[config.mk]
export PLATFORM = sky130hd
export DESIGN_NAME = knight_distance_bfs_unit
export DESIGN_NICKNAME = d
export VERILOG_FILES = /design/src/kdb_pkg.sv /design/src/kdb_jump_gen.sv /design/src/kdb_search_ctrl.sv /design/src/knight_distance_bfs_unit.sv
export SDC_FILE = /design/constraint.sdc
export NUM_CORES = 1
export LEC_CHECK = 0
export BUFFER_PORTS_ARGS = -buffer_cell sky130_fd_sc_hd__buf_2
export CAP_MARGIN = 30
export CELL_PAD_IN_SITES_DETAIL_PLACEMENT = 1
export CELL_PAD_IN_SITES_GLOBAL_PLACEMENT = 1
export CORE_MARGIN = 2
export CORE_UTILIZATION = 30
export DETAILED_ROUTE_END_ITERATION = 16
export GPL_TIMING_DRIVEN = 0
export HOLD_SLACK_MARGIN = 0.12
export PLACE_DENSITY = 0.51
export SYNTH_ARGS = -nofsm -noshare
export SYNTH_HDL_FRONTEND = slang
export SYNTH_SLANG_ARGS = --single-unit
export TNS_END_PERCENT = 50
[constraint.sdc]
create_clock -name clk_i -period 8.1 [get_ports clk_i]
set_input_delay 0.81 -clock clk_i [delete_from_list [all_inputs] [get_ports clk_i]]
set_output_delay 0.81 -clock clk_i [all_outputs]
set_load 0.005 [all_outputs]
[src/kdb_pkg.sv]
// ----------------------------------------------------------------------------
// kdb_pkg
// Shared types and constants for the knight distance search block: field
// widths, distance codes, knight jump offsets, sequencer states and the
// request and result bundles.
// ----------------------------------------------------------------------------
package kdb_pkg;

  localparam int BOARD_SIDE_DEF = 8;
  localparam int COORD_W        = 3;
  localparam int COUNT_W        = 4;
  localparam int JUMP_N         = 8;
  localparam int JUMP_W         = 3;

  localparam logic [COUNT_W-1:0] UNREACHED = 4'd15;
  localparam logic [COUNT_W-1:0] MAX_DIST  = 4'd14;

  localparam logic signed [2:0] JUMP_DC [JUMP_N] = '{
    3'sd2, 3'sd2, -3'sd2, -3'sd2, 3'sd1, 3'sd1, -3'sd1, -3'sd1
  };
  localparam logic signed [2:0] JUMP_DR [JUMP_N] = '{
    3'sd1, -3'sd1, 3'sd1, -3'sd1, 3'sd2, -3'sd2, 3'sd2, -3'sd2
  };

  typedef enum logic [3:0] {
    ST_IDLE,
    ST_CLEAR,
    ST_SEED,
    ST_POP,
    ST_LOAD,
    ST_BASE,
    ST_SCAN,
    ST_DRAIN,
    ST_DONE
  } kdb_state_e;

  typedef struct packed {
    logic [COORD_W-1:0] src_col;
    logic [COORD_W-1:0] src_row;
    logic [COORD_W-1:0] dst_col;
    logic [COORD_W-1:0] dst_row;
  } kdb_req_t;

  typedef struct packed {
    logic               valid;
    logic [COUNT_W-1:0] count;
  } kdb_res_t;

endpackage

[src/kdb_jump_gen.sv]
// ----------------------------------------------------------------------------
// kdb_jump_gen
// Applies one of the eight knight offsets to a square, flags moves that
// leave the board and forms the cell index of the target square.
// ----------------------------------------------------------------------------
module kdb_jump_gen #(
  parameter int BOARD_SIDE = kdb_pkg::BOARD_SIDE_DEF
) (
  input  logic [$clog2(BOARD_SIDE)-1:0]              cur_col_i,
  input  logic [$clog2(BOARD_SIDE)-1:0]              cur_row_i,
  input  logic [kdb_pkg::JUMP_W-1:0]                 jump_i,
  output logic                                       on_board_o,
  output logic [$clog2(BOARD_SIDE)-1:0]              nxt_col_o,
  output logic [$clog2(BOARD_SIDE)-1:0]              nxt_row_o,
  output logic [$clog2(BOARD_SIDE*BOARD_SIDE)-1:0]   nxt_idx_o
);

  localparam int SideW = $clog2(BOARD_SIDE);
  localparam int CellW = $clog2(BOARD_SIDE * BOARD_SIDE);
  localparam logic signed [SideW+1:0] SideS = (SideW + 2)'(BOARD_SIDE);

  logic signed [SideW+1:0] nc;
  logic signed [SideW+1:0] nr;

  always_comb begin
    nc = $signed({2'b00, cur_col_i}) + (SideW + 2)'(kdb_pkg::JUMP_DC[jump_i]);
    nr = $signed({2'b00, cur_row_i}) + (SideW + 2)'(kdb_pkg::JUMP_DR[jump_i]);
    on_board_o = (nc >= 0) && (nc < SideS) && (nr >= 0) && (nr < SideS);
    nxt_col_o = nc[SideW-1:0];
    nxt_row_o = nr[SideW-1:0];
    nxt_idx_o = CellW'(int'(nr[SideW-1:0]) * BOARD_SIDE + int'(nc[SideW-1:0]));
  end

endmodule

[src/kdb_search_ctrl.sv]
// ----------------------------------------------------------------------------
// kdb_search_ctrl
// Breadth-first search sequencer. Holds the distance store (one entry per
// cell, the unreached code doubles as the not-seen mark) and the work queue
// of squares, both as synchronous memories with registered read data.
// ----------------------------------------------------------------------------
module kdb_search_ctrl #(
  parameter int BOARD_SIDE = kdb_pkg::BOARD_SIDE_DEF
) (
  input  logic              clk_i,
  input  logic              rst_ni,
  input  logic              req_valid_i,
  input  kdb_pkg::kdb_req_t req_i,
  output logic              req_ready_o,
  input  logic              out_free_i,
  output kdb_pkg::kdb_res_t res_o
);

  localparam int SideW     = $clog2(BOARD_SIDE);
  localparam int CellCount = BOARD_SIDE * BOARD_SIDE;
  localparam int CellW     = $clog2(CellCount);
  localparam int CntW      = $clog2(CellCount + 1);
  localparam int PosW      = 2 * SideW;
  localparam int CntWc     = kdb_pkg::COUNT_W;

  kdb_pkg::kdb_state_e state_q, state_d;

  logic [CntWc-1:0] dist_mem [CellCount];
  logic [PosW-1:0]  queue_mem [CellCount];

  logic             dist_we;
  logic [CellW-1:0] dist_waddr;
  logic [CntWc-1:0] dist_wdata;
  logic [CellW-1:0] dist_raddr;
  logic [CntWc-1:0] dist_rdata_q;
  logic             queue_we;
  logic [CellW-1:0] queue_waddr;
  logic [PosW-1:0]  queue_wdata;
  logic [CellW-1:0] queue_raddr;
  logic [PosW-1:0]  queue_rdata_q;

  logic [SideW-1:0] src_col_q, src_col_d, src_row_q, src_row_d;
  logic [SideW-1:0] dst_col_q, dst_col_d, dst_row_q, dst_row_d;
  logic [SideW-1:0] cur_col_q, cur_col_d, cur_row_q, cur_row_d;
  logic [SideW-1:0] pcol_q, pcol_d, prow_q, prow_d;
  logic [CellW-1:0] pidx_q, pidx_d;
  logic [CellW-1:0] clr_q, clr_d;
  logic [CntW-1:0]  head_q, head_d, tail_q, tail_d;
  logic             found_q, found_d;
  logic             pend_q, pend_d;
  logic [kdb_pkg::JUMP_W-1:0] k_q, k_d;
  logic [CntWc-1:0] nd_q, nd_d;
  logic [CntWc-1:0] res_q, res_d;

  logic [CellW-1:0] src_idx, dst_idx, load_idx;
  logic             jg_on;
  logic [SideW-1:0] jg_col, jg_row;
  logic [CellW-1:0] jg_idx;
  logic             take;
  logic             src_on, dst_on;

  kdb_jump_gen #(
    .BOARD_SIDE(BOARD_SIDE)
  ) u_jump_gen (
    .cur_col_i (cur_col_q),
    .cur_row_i (cur_row_q),
    .jump_i    (k_q),
    .on_board_o(jg_on),
    .nxt_col_o (jg_col),
    .nxt_row_o (jg_row),
    .nxt_idx_o (jg_idx)
  );

  always_comb begin
    src_idx  = CellW'(int'(src_row_q) * BOARD_SIDE + int'(src_col_q));
    dst_idx  = CellW'(int'(dst_row_q) * BOARD_SIDE + int'(dst_col_q));
    load_idx = CellW'(int'(queue_rdata_q[PosW-1:SideW]) * BOARD_SIDE
                      + int'(queue_rdata_q[SideW-1:0]));
    src_on   = (int'(req_i.src_col) < BOARD_SIDE) && (int'(req_i.src_row) < BOARD_SIDE);
    dst_on   = (int'(req_i.dst_col) < BOARD_SIDE) && (int'(req_i.dst_row) < BOARD_SIDE);
    // unseen neighbor waiting from last cycle's read
    take     = pend_q && (dist_rdata_q == kdb_pkg::UNREACHED)
               && (tail_q < CntW'(CellCount));
  end

  always_comb begin
    state_d   = state_q;
    src_col_d = src_col_q;
    src_row_d = src_row_q;
    dst_col_d = dst_col_q;
    dst_row_d = dst_row_q;
    cur_col_d = cur_col_q;
    cur_row_d = cur_row_q;
    pcol_d    = pcol_q;
    prow_d    = prow_q;
    pidx_d    = pidx_q;
    clr_d     = clr_q;
    head_d    = head_q;
    tail_d    = tail_q;
    found_d   = found_q;
    pend_d    = pend_q;
    k_d       = k_q;
    nd_d      = nd_q;
    res_d     = res_q;

    dist_we     = 1'b0;
    dist_waddr  = pidx_q;
    dist_wdata  = nd_q;
    dist_raddr  = jg_idx;
    queue_we    = 1'b0;
    queue_waddr = tail_q[CellW-1:0];
    queue_wdata = {prow_q, pcol_q};
    queue_raddr = head_q[CellW-1:0];
    req_ready_o = 1'b0;
    res_o.valid = 1'b0;
    res_o.count = res_q;

    case (state_q)
      kdb_pkg::ST_IDLE: begin
        req_ready_o = 1'b1;
        if (req_valid_i) begin
          src_col_d = SideW'(req_i.src_col);
          src_row_d = SideW'(req_i.src_row);
          dst_col_d = SideW'(req_i.dst_col);
          dst_row_d = SideW'(req_i.dst_row);
          if (src_on && dst_on) begin
            clr_d   = '0;
            state_d = kdb_pkg::ST_CLEAR;
          end else begin
            res_d   = kdb_pkg::UNREACHED;
            state_d = kdb_pkg::ST_DONE;
          end
        end
      end
      kdb_pkg::ST_CLEAR: begin
        dist_we    = 1'b1;
        dist_waddr = clr_q;
        dist_wdata = kdb_pkg::UNREACHED;
        clr_d      = clr_q + 1'b1;
        if (clr_q == CellW'(CellCount - 1)) begin
          state_d = kdb_pkg::ST_SEED;
        end
      end
      kdb_pkg::ST_SEED: begin
        dist_we     = 1'b1;
        dist_waddr  = src_idx;
        dist_wdata  = '0;
        queue_we    = 1'b1;
        queue_waddr = '0;
        queue_wdata = {src_row_q, src_col_q};
        head_d      = '0;
        tail_d      = CntW'(1);
        found_d     = (src_idx == dst_idx);
        res_d       = (src_idx == dst_idx) ? '0 : kdb_pkg::UNREACHED;
        state_d     = kdb_pkg::ST_POP;
      end
      kdb_pkg::ST_POP: begin
        if ((head_q < tail_q) && !found_q) begin
          head_d  = head_q + 1'b1;
          state_d = kdb_pkg::ST_LOAD;
        end else begin
          state_d = kdb_pkg::ST_DONE;
        end
      end
      kdb_pkg::ST_LOAD: begin
        cur_row_d  = queue_rdata_q[PosW-1:SideW];
        cur_col_d  = queue_rdata_q[SideW-1:0];
        dist_raddr = load_idx;
        k_d        = '0;
        state_d    = kdb_pkg::ST_BASE;
      end
      kdb_pkg::ST_BASE: begin
        nd_d    = (dist_rdata_q >= kdb_pkg::MAX_DIST) ? kdb_pkg::MAX_DIST
                                                      : dist_rdata_q + 1'b1;
        pend_d  = jg_on;
        pcol_d  = jg_col;
        prow_d  = jg_row;
        pidx_d  = jg_idx;
        k_d     = k_q + 1'b1;
        state_d = kdb_pkg::ST_SCAN;
      end
      kdb_pkg::ST_SCAN, kdb_pkg::ST_DRAIN: begin
        // neighbors of one square are distinct, so the write never hits the read
        if (take) begin
          dist_we  = 1'b1;
          queue_we = 1'b1;
          tail_d   = tail_q + 1'b1;
          if (pidx_q == dst_idx) begin
            found_d = 1'b1;
            res_d   = nd_q;
          end
        end
        if (state_q == kdb_pkg::ST_SCAN) begin
          pend_d = jg_on;
          pcol_d = jg_col;
          prow_d = jg_row;
          pidx_d = jg_idx;
          k_d    = k_q + 1'b1;
          if (k_q == kdb_pkg::JUMP_W'(kdb_pkg::JUMP_N - 1)) begin
            state_d = kdb_pkg::ST_DRAIN;
          end
        end else begin
          pend_d  = 1'b0;
          state_d = kdb_pkg::ST_POP;
        end
      end
      kdb_pkg::ST_DONE: begin
        if (out_free_i) begin
          res_o.valid = 1'b1;
          state_d     = kdb_pkg::ST_IDLE;
        end
      end
      default: begin
        state_d = kdb_pkg::ST_IDLE;
      end
    endcase
  end

  always_ff @(posedge clk_i or negedge rst_ni) begin
    if (!rst_ni) begin
      state_q <= kdb_pkg::ST_IDLE;
      clr_q   <= '0;
      head_q  <= '0;
      tail_q  <= '0;
      found_q <= 1'b0;
      pend_q  <= 1'b0;
      k_q     <= '0;
    end else begin
      state_q <= state_d;
      clr_q   <= clr_d;
      head_q  <= head_d;
      tail_q  <= tail_d;
      found_q <= found_d;
      pend_q  <= pend_d;
      k_q     <= k_d;
    end
  end

  always_ff @(posedge clk_i) begin
    src_col_q <= src_col_d;
    src_row_q <= src_row_d;
    dst_col_q <= dst_col_d;
    dst_row_q <= dst_row_d;
    cur_col_q <= cur_col_d;
    cur_row_q <= cur_row_d;
    pcol_q    <= pcol_d;
    prow_q    <= prow_d;
    pidx_q    <= pidx_d;
    nd_q      <= nd_d;
    res_q     <= res_d;
  end

  // distance store
  always_ff @(posedge clk_i) begin
    if (dist_we) begin
      dist_mem[dist_waddr] <= dist_wdata;
    end
    dist_rdata_q <= dist_mem[dist_raddr];
  end

  // work queue
  always_ff @(posedge clk_i) begin
    if (queue_we) begin
      queue_mem[queue_waddr] <= queue_wdata;
    end
    queue_rdata_q <= queue_mem[queue_raddr];
  end

endmodule

[src/knight_distance_bfs_unit.sv]
// ----------------------------------------------------------------------------
// knight_distance_bfs_unit
// Fewest knight moves between two squares of a square board, found by a
// breadth-first search over a distance store and a work queue in memory.
//
//   channel  direction  handshake                  payload
//   in       request    in_valid_i / in_ready_o    src_col_i src_row_i
//                                                  dst_col_i dst_row_i
//   out      result     out_valid_o / out_ready_i  move_count_o
//
// Each request first clears the distance store, one cell per cycle, then
// seeds the queue with the source square. Every square taken from the
// queue goes through a queue read, a distance read, then the eight jumps
// through the single store read port and a final drain step. A square off
// the board goes straight to the result, with no search.
// Reset is asynchronous and returns the sequencer to idle with no result.
// One request is in work at a time; a finished result waits in the output
// register while the next request is taken in.
// ----------------------------------------------------------------------------
module knight_distance_bfs_unit #(
  parameter int BOARD_SIDE = kdb_pkg::BOARD_SIDE_DEF
) (
  input  logic                        clk_i,
  input  logic                        rst_ni,
  input  logic                        in_valid_i,
  output logic                        in_ready_o,
  input  logic [kdb_pkg::COORD_W-1:0] src_col_i,
  input  logic [kdb_pkg::COORD_W-1:0] src_row_i,
  input  logic [kdb_pkg::COORD_W-1:0] dst_col_i,
  input  logic [kdb_pkg::COORD_W-1:0] dst_row_i,
  output logic                        out_valid_o,
  input  logic                        out_ready_i,
  output logic [kdb_pkg::COUNT_W-1:0] move_count_o
);

  kdb_pkg::kdb_req_t req;
  kdb_pkg::kdb_res_t res;

  logic                        out_valid_q, out_valid_d;
  logic [kdb_pkg::COUNT_W-1:0] count_q, count_d;
  logic                        out_free;

  always_comb begin
    req.src_col = src_col_i;
    req.src_row = src_row_i;
    req.dst_col = dst_col_i;
    req.dst_row = dst_row_i;
    out_free    = !out_valid_q || out_ready_i;
  end

  kdb_search_ctrl #(
    .BOARD_SIDE(BOARD_SIDE)
  ) u_search_ctrl (
    .clk_i      (clk_i),
    .rst_ni     (rst_ni),
    .req_valid_i(in_valid_i),
    .req_i      (req),
    .req_ready_o(in_ready_o),
    .out_free_i (out_free),
    .res_o      (res)
  );

  always_comb begin
    out_valid_d = out_valid_q;
    count_d     = count_q;
    if (res.valid) begin
      out_valid_d = 1'b1;
      count_d     = res.count;
    end else if (out_ready_i) begin
      out_valid_d = 1'b0;
    end
  end

  always_ff @(posedge clk_i or negedge rst_ni) begin
    if (!rst_ni) begin
      out_valid_q <= 1'b0;
    end else begin
      out_valid_q <= out_valid_d;
    end
  end

  always_ff @(posedge clk_i) begin
    count_q <= count_d;
  end

  assign out_valid_o  = out_valid_q;
  assign move_count_o = count_q;

  // a result never overwrites one that has not been taken
  a_res_slot_free: assert property (@(posedge clk_i) disable iff (!rst_ni)
    res.valid |-> (!out_valid_q || out_ready_i))
    else $error("result issued into a full output register");

  // an accepted request makes the sequencer busy
  a_busy_after_req: assert property (@(posedge clk_i) disable iff (!rst_ni)
    (in_valid_i && in_ready_o) |=> !in_ready_o)
    else $error("request accepted while sequencer stays idle");

  // a finished search shows up at the output in the next cycle
  a_res_shown: assert property (@(posedge clk_i) disable iff (!rst_ni)
    res.valid |=> out_valid_o)
    else $error("finished result not presented");

endmodule

==> impl_metrics.py <==
metrics = {
    "status": {
        "outcome": "completed",
    },
    "cts": {
        "clock_path_buffers": 3,
        "cts_sinks": 716,
        "clk_latency_ps": 640,
        "cts_resized": 0,
        "root_buffer": "clkbuf_16",
        "numCtsBuffers": 76,
        "post-cts-setup-buffers": 0,
        "hold_buffers": 0,
        "cts_tree": "done",
        "clkTransAtPathRegs_ps": 60,
        "htreeDepth": 3,
    },
    "placed_design": {
        "io_buffer_count": 21,
        "place_area_mm2": 0.0311,
        "dp_slack_ps": 3890,
        "dp_hpwl_mm": 54.0,
        "gp_congestion": 0.805,
        "dp.cells": 2935,
    },
    "timing": {
        "fin_skew_ps": 25.3,
        "drv_slew": 0,
        "tns_ps": 0,
        "final-setup-viol-count": 0,
        "finalHoldViolations": 0,
        "max_freq_mhz": 235,
        "worst_slack_ps": 3850,
        "slew_headroom_pct": 29.1,
        "period_needed_ps": 4250,
        "period_share_pct": 52.5,
        "tightest_slew_ps": 1060,
        "rsz0062_at_grt": "no",
    },
    "floorplanning": {
        "chipWidth_um": 315,
        "die-height_um": 315,
        "core_mm2": 0.0963,
        "rows": 114,
        "initial_core_util_pct": 30.2,
        "die_area_mm2": 0.0993,
        "io_pins": 22,
    },
    "global_route": {
        "grt_max_degree": 45,
        "antenna_found_initial": 1,
        "grt_pass1_vias": 16300,
        "grt_pass1_wl_mm": 114,
        "grt.total_usage_pct": 15.9,
        "overflow": 0,
    },
    "finish": {
        "fin_nets": 1779,
        "utilization_pct": 34.9,
        "area_delta_synth_final_pct": 15.6,
        "fin_area_mm2": 0.0336,
        "final_cells": 3077,
        "final_layout_size_suffix_gt1_share_pct": 20.7,
        "diodes": 0,
    },
    "drt": {
        "wirelength_mm": 77.9,
        "firstDrtPassIters": 5,
        "vias": 15100,
        "routedWlPerCell_um": 25.3,
        "postRouteAntennaNets": 0,
        "drt_iter0_drc": 1122,
        "vias_per_cell": 4.92,
        "drc_errors": 0,
    },
    "run": {
        "drv_cap": 0,
    },
    "yosys": {
        "syn_inst": 1622,
        "synth-seq-cells": 716,
        "synth_nets": 1661,
        "synth_flop_cell": "edfxtp_1",
        "avgSynthCellArea_um2": 17.9,
        "synth-seq-area-share_pct": 73.1,
        "async_flop_share_pct": 4.19,
        "synth-edff-count": 676,
        "ys_types": 61,
        "synth_area_mm2": 0.0291,
        "yosys_warnings": 0,
    },
    "critical_path": {
        "worst_setup_path_end_kind": "flop",
        "crit_required_ps": 8340,
        "criticalPathCategory": "reg2reg",
        "cp-start-kind": "flop",
        "arrival_ps": 4490,
        "crit_fanout": 10,
    },
    "power_and_ir_drop": {
        "comb_power_share_pct": 8.7,
        "power_density_mw_per_mm2": 254,
        "leakage_nw": 10.8,
        "pwr-share-clk_pct": 41.1,
        "pwr-share-seq_pct": 50.2,
        "p_switching_mw": 2.05,
        "switching_share_pct": 24.1,
        "peakVddDrop_mv": 0.163,
        "internal_power_mw": 6.46,
    },
    "worst_hold_path": {
        "hold_class": "in2async",
    },
}
power groups by stage:
stage                     Combinational [mW]  Clock [mW]  Sequential, mW
final                                  0.741        3.50            4.28
after CTS                              0.750        3.59            4.28
after global routing                   0.810        3.71            4.29
after detailed placement               0.746           0            4.36
after floorplan                        0.414           0            4.33
after global placement                 0.694           0            4.37
sequential cells by signal, indices dropped and copies added, names as in the netlist, 6 cells and up:
| register | flops |
|---|---|
| u_search_ctrl.dist_mem | 256 |
| u_search_ctrl.queue_rdata_q | 6 |
| u_search_ctrl.queue_mem | 384 |
| u_search_ctrl.tail_q | 7 |
| u_search_ctrl.pidx_q | 6 |
| u_search_ctrl.head_q | 7 |
| u_search_ctrl.clr_q | 6 |
layout by cell type (no fill, tap or decap), drive strengths merged, types with 10 or more instances in the layout:
cell type	netlist	final
ha	21	21
nand2	144	144
buf	37	76
nor3	12	12
xnor2	13	13
dfrtp	30	30
clkinv	0	28
mux4	167	167
edfxtp	676	676
dfxtp	10	10
nor2	190	190
o21ai	21	21
mux2i	33	33
a21oi	42	42
clkbuf	35	132
inv	23	27
nand3	32	32
Yosys cell counts, types with 3 or more instances:
cell | count | area share [%]
nand2b_1 | 8 | 0.17
o211ai_1 | 4 | 0.10
a21oi_1 | 42 | 0.72
or2_2 | 4 | 0.086
and3_1 | 3 | 0.065
a31oi_1 | 5 | 0.11
ha_1 | 21 | 0.90
nand4_1 | 6 | 0.13
mux2_2 | 5 | 0.19
edfxtp_1 | 676 | 70
nor3_1 | 12 | 0.21
mux2i_1 | 31 | 1.1
a221oi_1 | 8 | 0.24
xor2_1 | 9 | 0.27
a21o_1 | 7 | 0.18
buf_4 | 8 | 0.21
a32o_1 | 4 | 0.14
mux4_2 | 167 | 13
nor2_1 | 189 | 2.4
nand3_1 | 32 | 0.55
xnor2_1 | 13 | 0.39
a221o_1 | 5 | 0.17
nor4_1 | 7 | 0.15
buf_1 | 9 | 0.12
buf_2 | 18 | 0.31
o21a_1 | 7 | 0.18
o21ai_0 | 21 | 0.36
and2_1 | 9 | 0.19
o221ai_1 | 6 | 0.18
or3_1 | 4 | 0.086
nand2_1 | 144 | 1.9
a311oi_1 | 3 | 0.090
dfrtp_1 | 30 | 2.6
dfxtp_1 | 10 | 0.69
inv_1 | 23 | 0.30
a32oi_1 | 4 | 0.12
clkbuf_1 | 35 | 0.45
worst max-delay path, stage by stage, from the launching register on:
cell and delay (ps):
dfrtp_1 420, clkbuf_1 380, nand2_1 150, nor2_1 430, nand3_1 410, nor2_1 360, nand3_1 650, nor3_1 1060
final timing paths:
| path | startpoint | to | slack, ps | cells past startpoint |
|---|---|---|---|---|
| hold / removal | rst_ni | u_search_ctrl.clr_q[0] | 250 | 1 |
| hold reg to reg | u_search_ctrl.res_q[1] | move_count_o[1] | 420 | 0 |
| setup / recovery | u_search_ctrl.state_q[2] | u_search_ctrl.queue_mem[55][4] | 3850 | 7 |
| min in group clk_i | dst_row_i[0] | u_search_ctrl.dst_row_q[0] | 360 | 1 |
| setup reg to reg | u_search_ctrl.state_q[2] | u_search_ctrl.queue_mem[55][4] | 3850 | 7 |
| max in group asynchronous | rst_ni | u_search_ctrl.head_q[1] | 7350 | 1 |
per-layer routing:
layer / GRT usage (%) / wire (um)
met1: 22.4 / 35400
met2: 25.6 / 37400
met3: 2.60 / 3720
met5: 0 / 0
met4: 4.04 / 1400
cell type report:
type,instances,area [um2]
Fill cell,9670,62700
Sequential cell,716,21300
Multi-Input combinational cell,811,7410
Clock buffer,96,2050
Tap cell,1276,1600
Clock inverter,43,437
Timing Repair Buffer,40,423
Buffer,72,338
Inverter,23,86.3
per-stage QoR:
step                hold WS (ps)  power, mW
detailed placement           406       5.10
finish                       248       8.52
global route                 284       8.81
floorplan                    400       4.75
CTS                          253       8.62
global placement             412       5.06
kinds of logic (layout without fill, tap and decap cells):
group / count (synthesis) / in the layout / share of synthesized area [%]
mux: 206 / 206 / 14.4
fa+ha+maj: 23 / 23 / 1.04
simple gates: 428 / 428 / 6.26
compound gates: 132 / 132 / 3.08
xor+xnor: 22 / 22 / 0.663
flops: 716 / 716 / 73.1
buf+inv: 95 / 274 / 1.46
No activity file was read; power rests on OpenSTA's default activity.
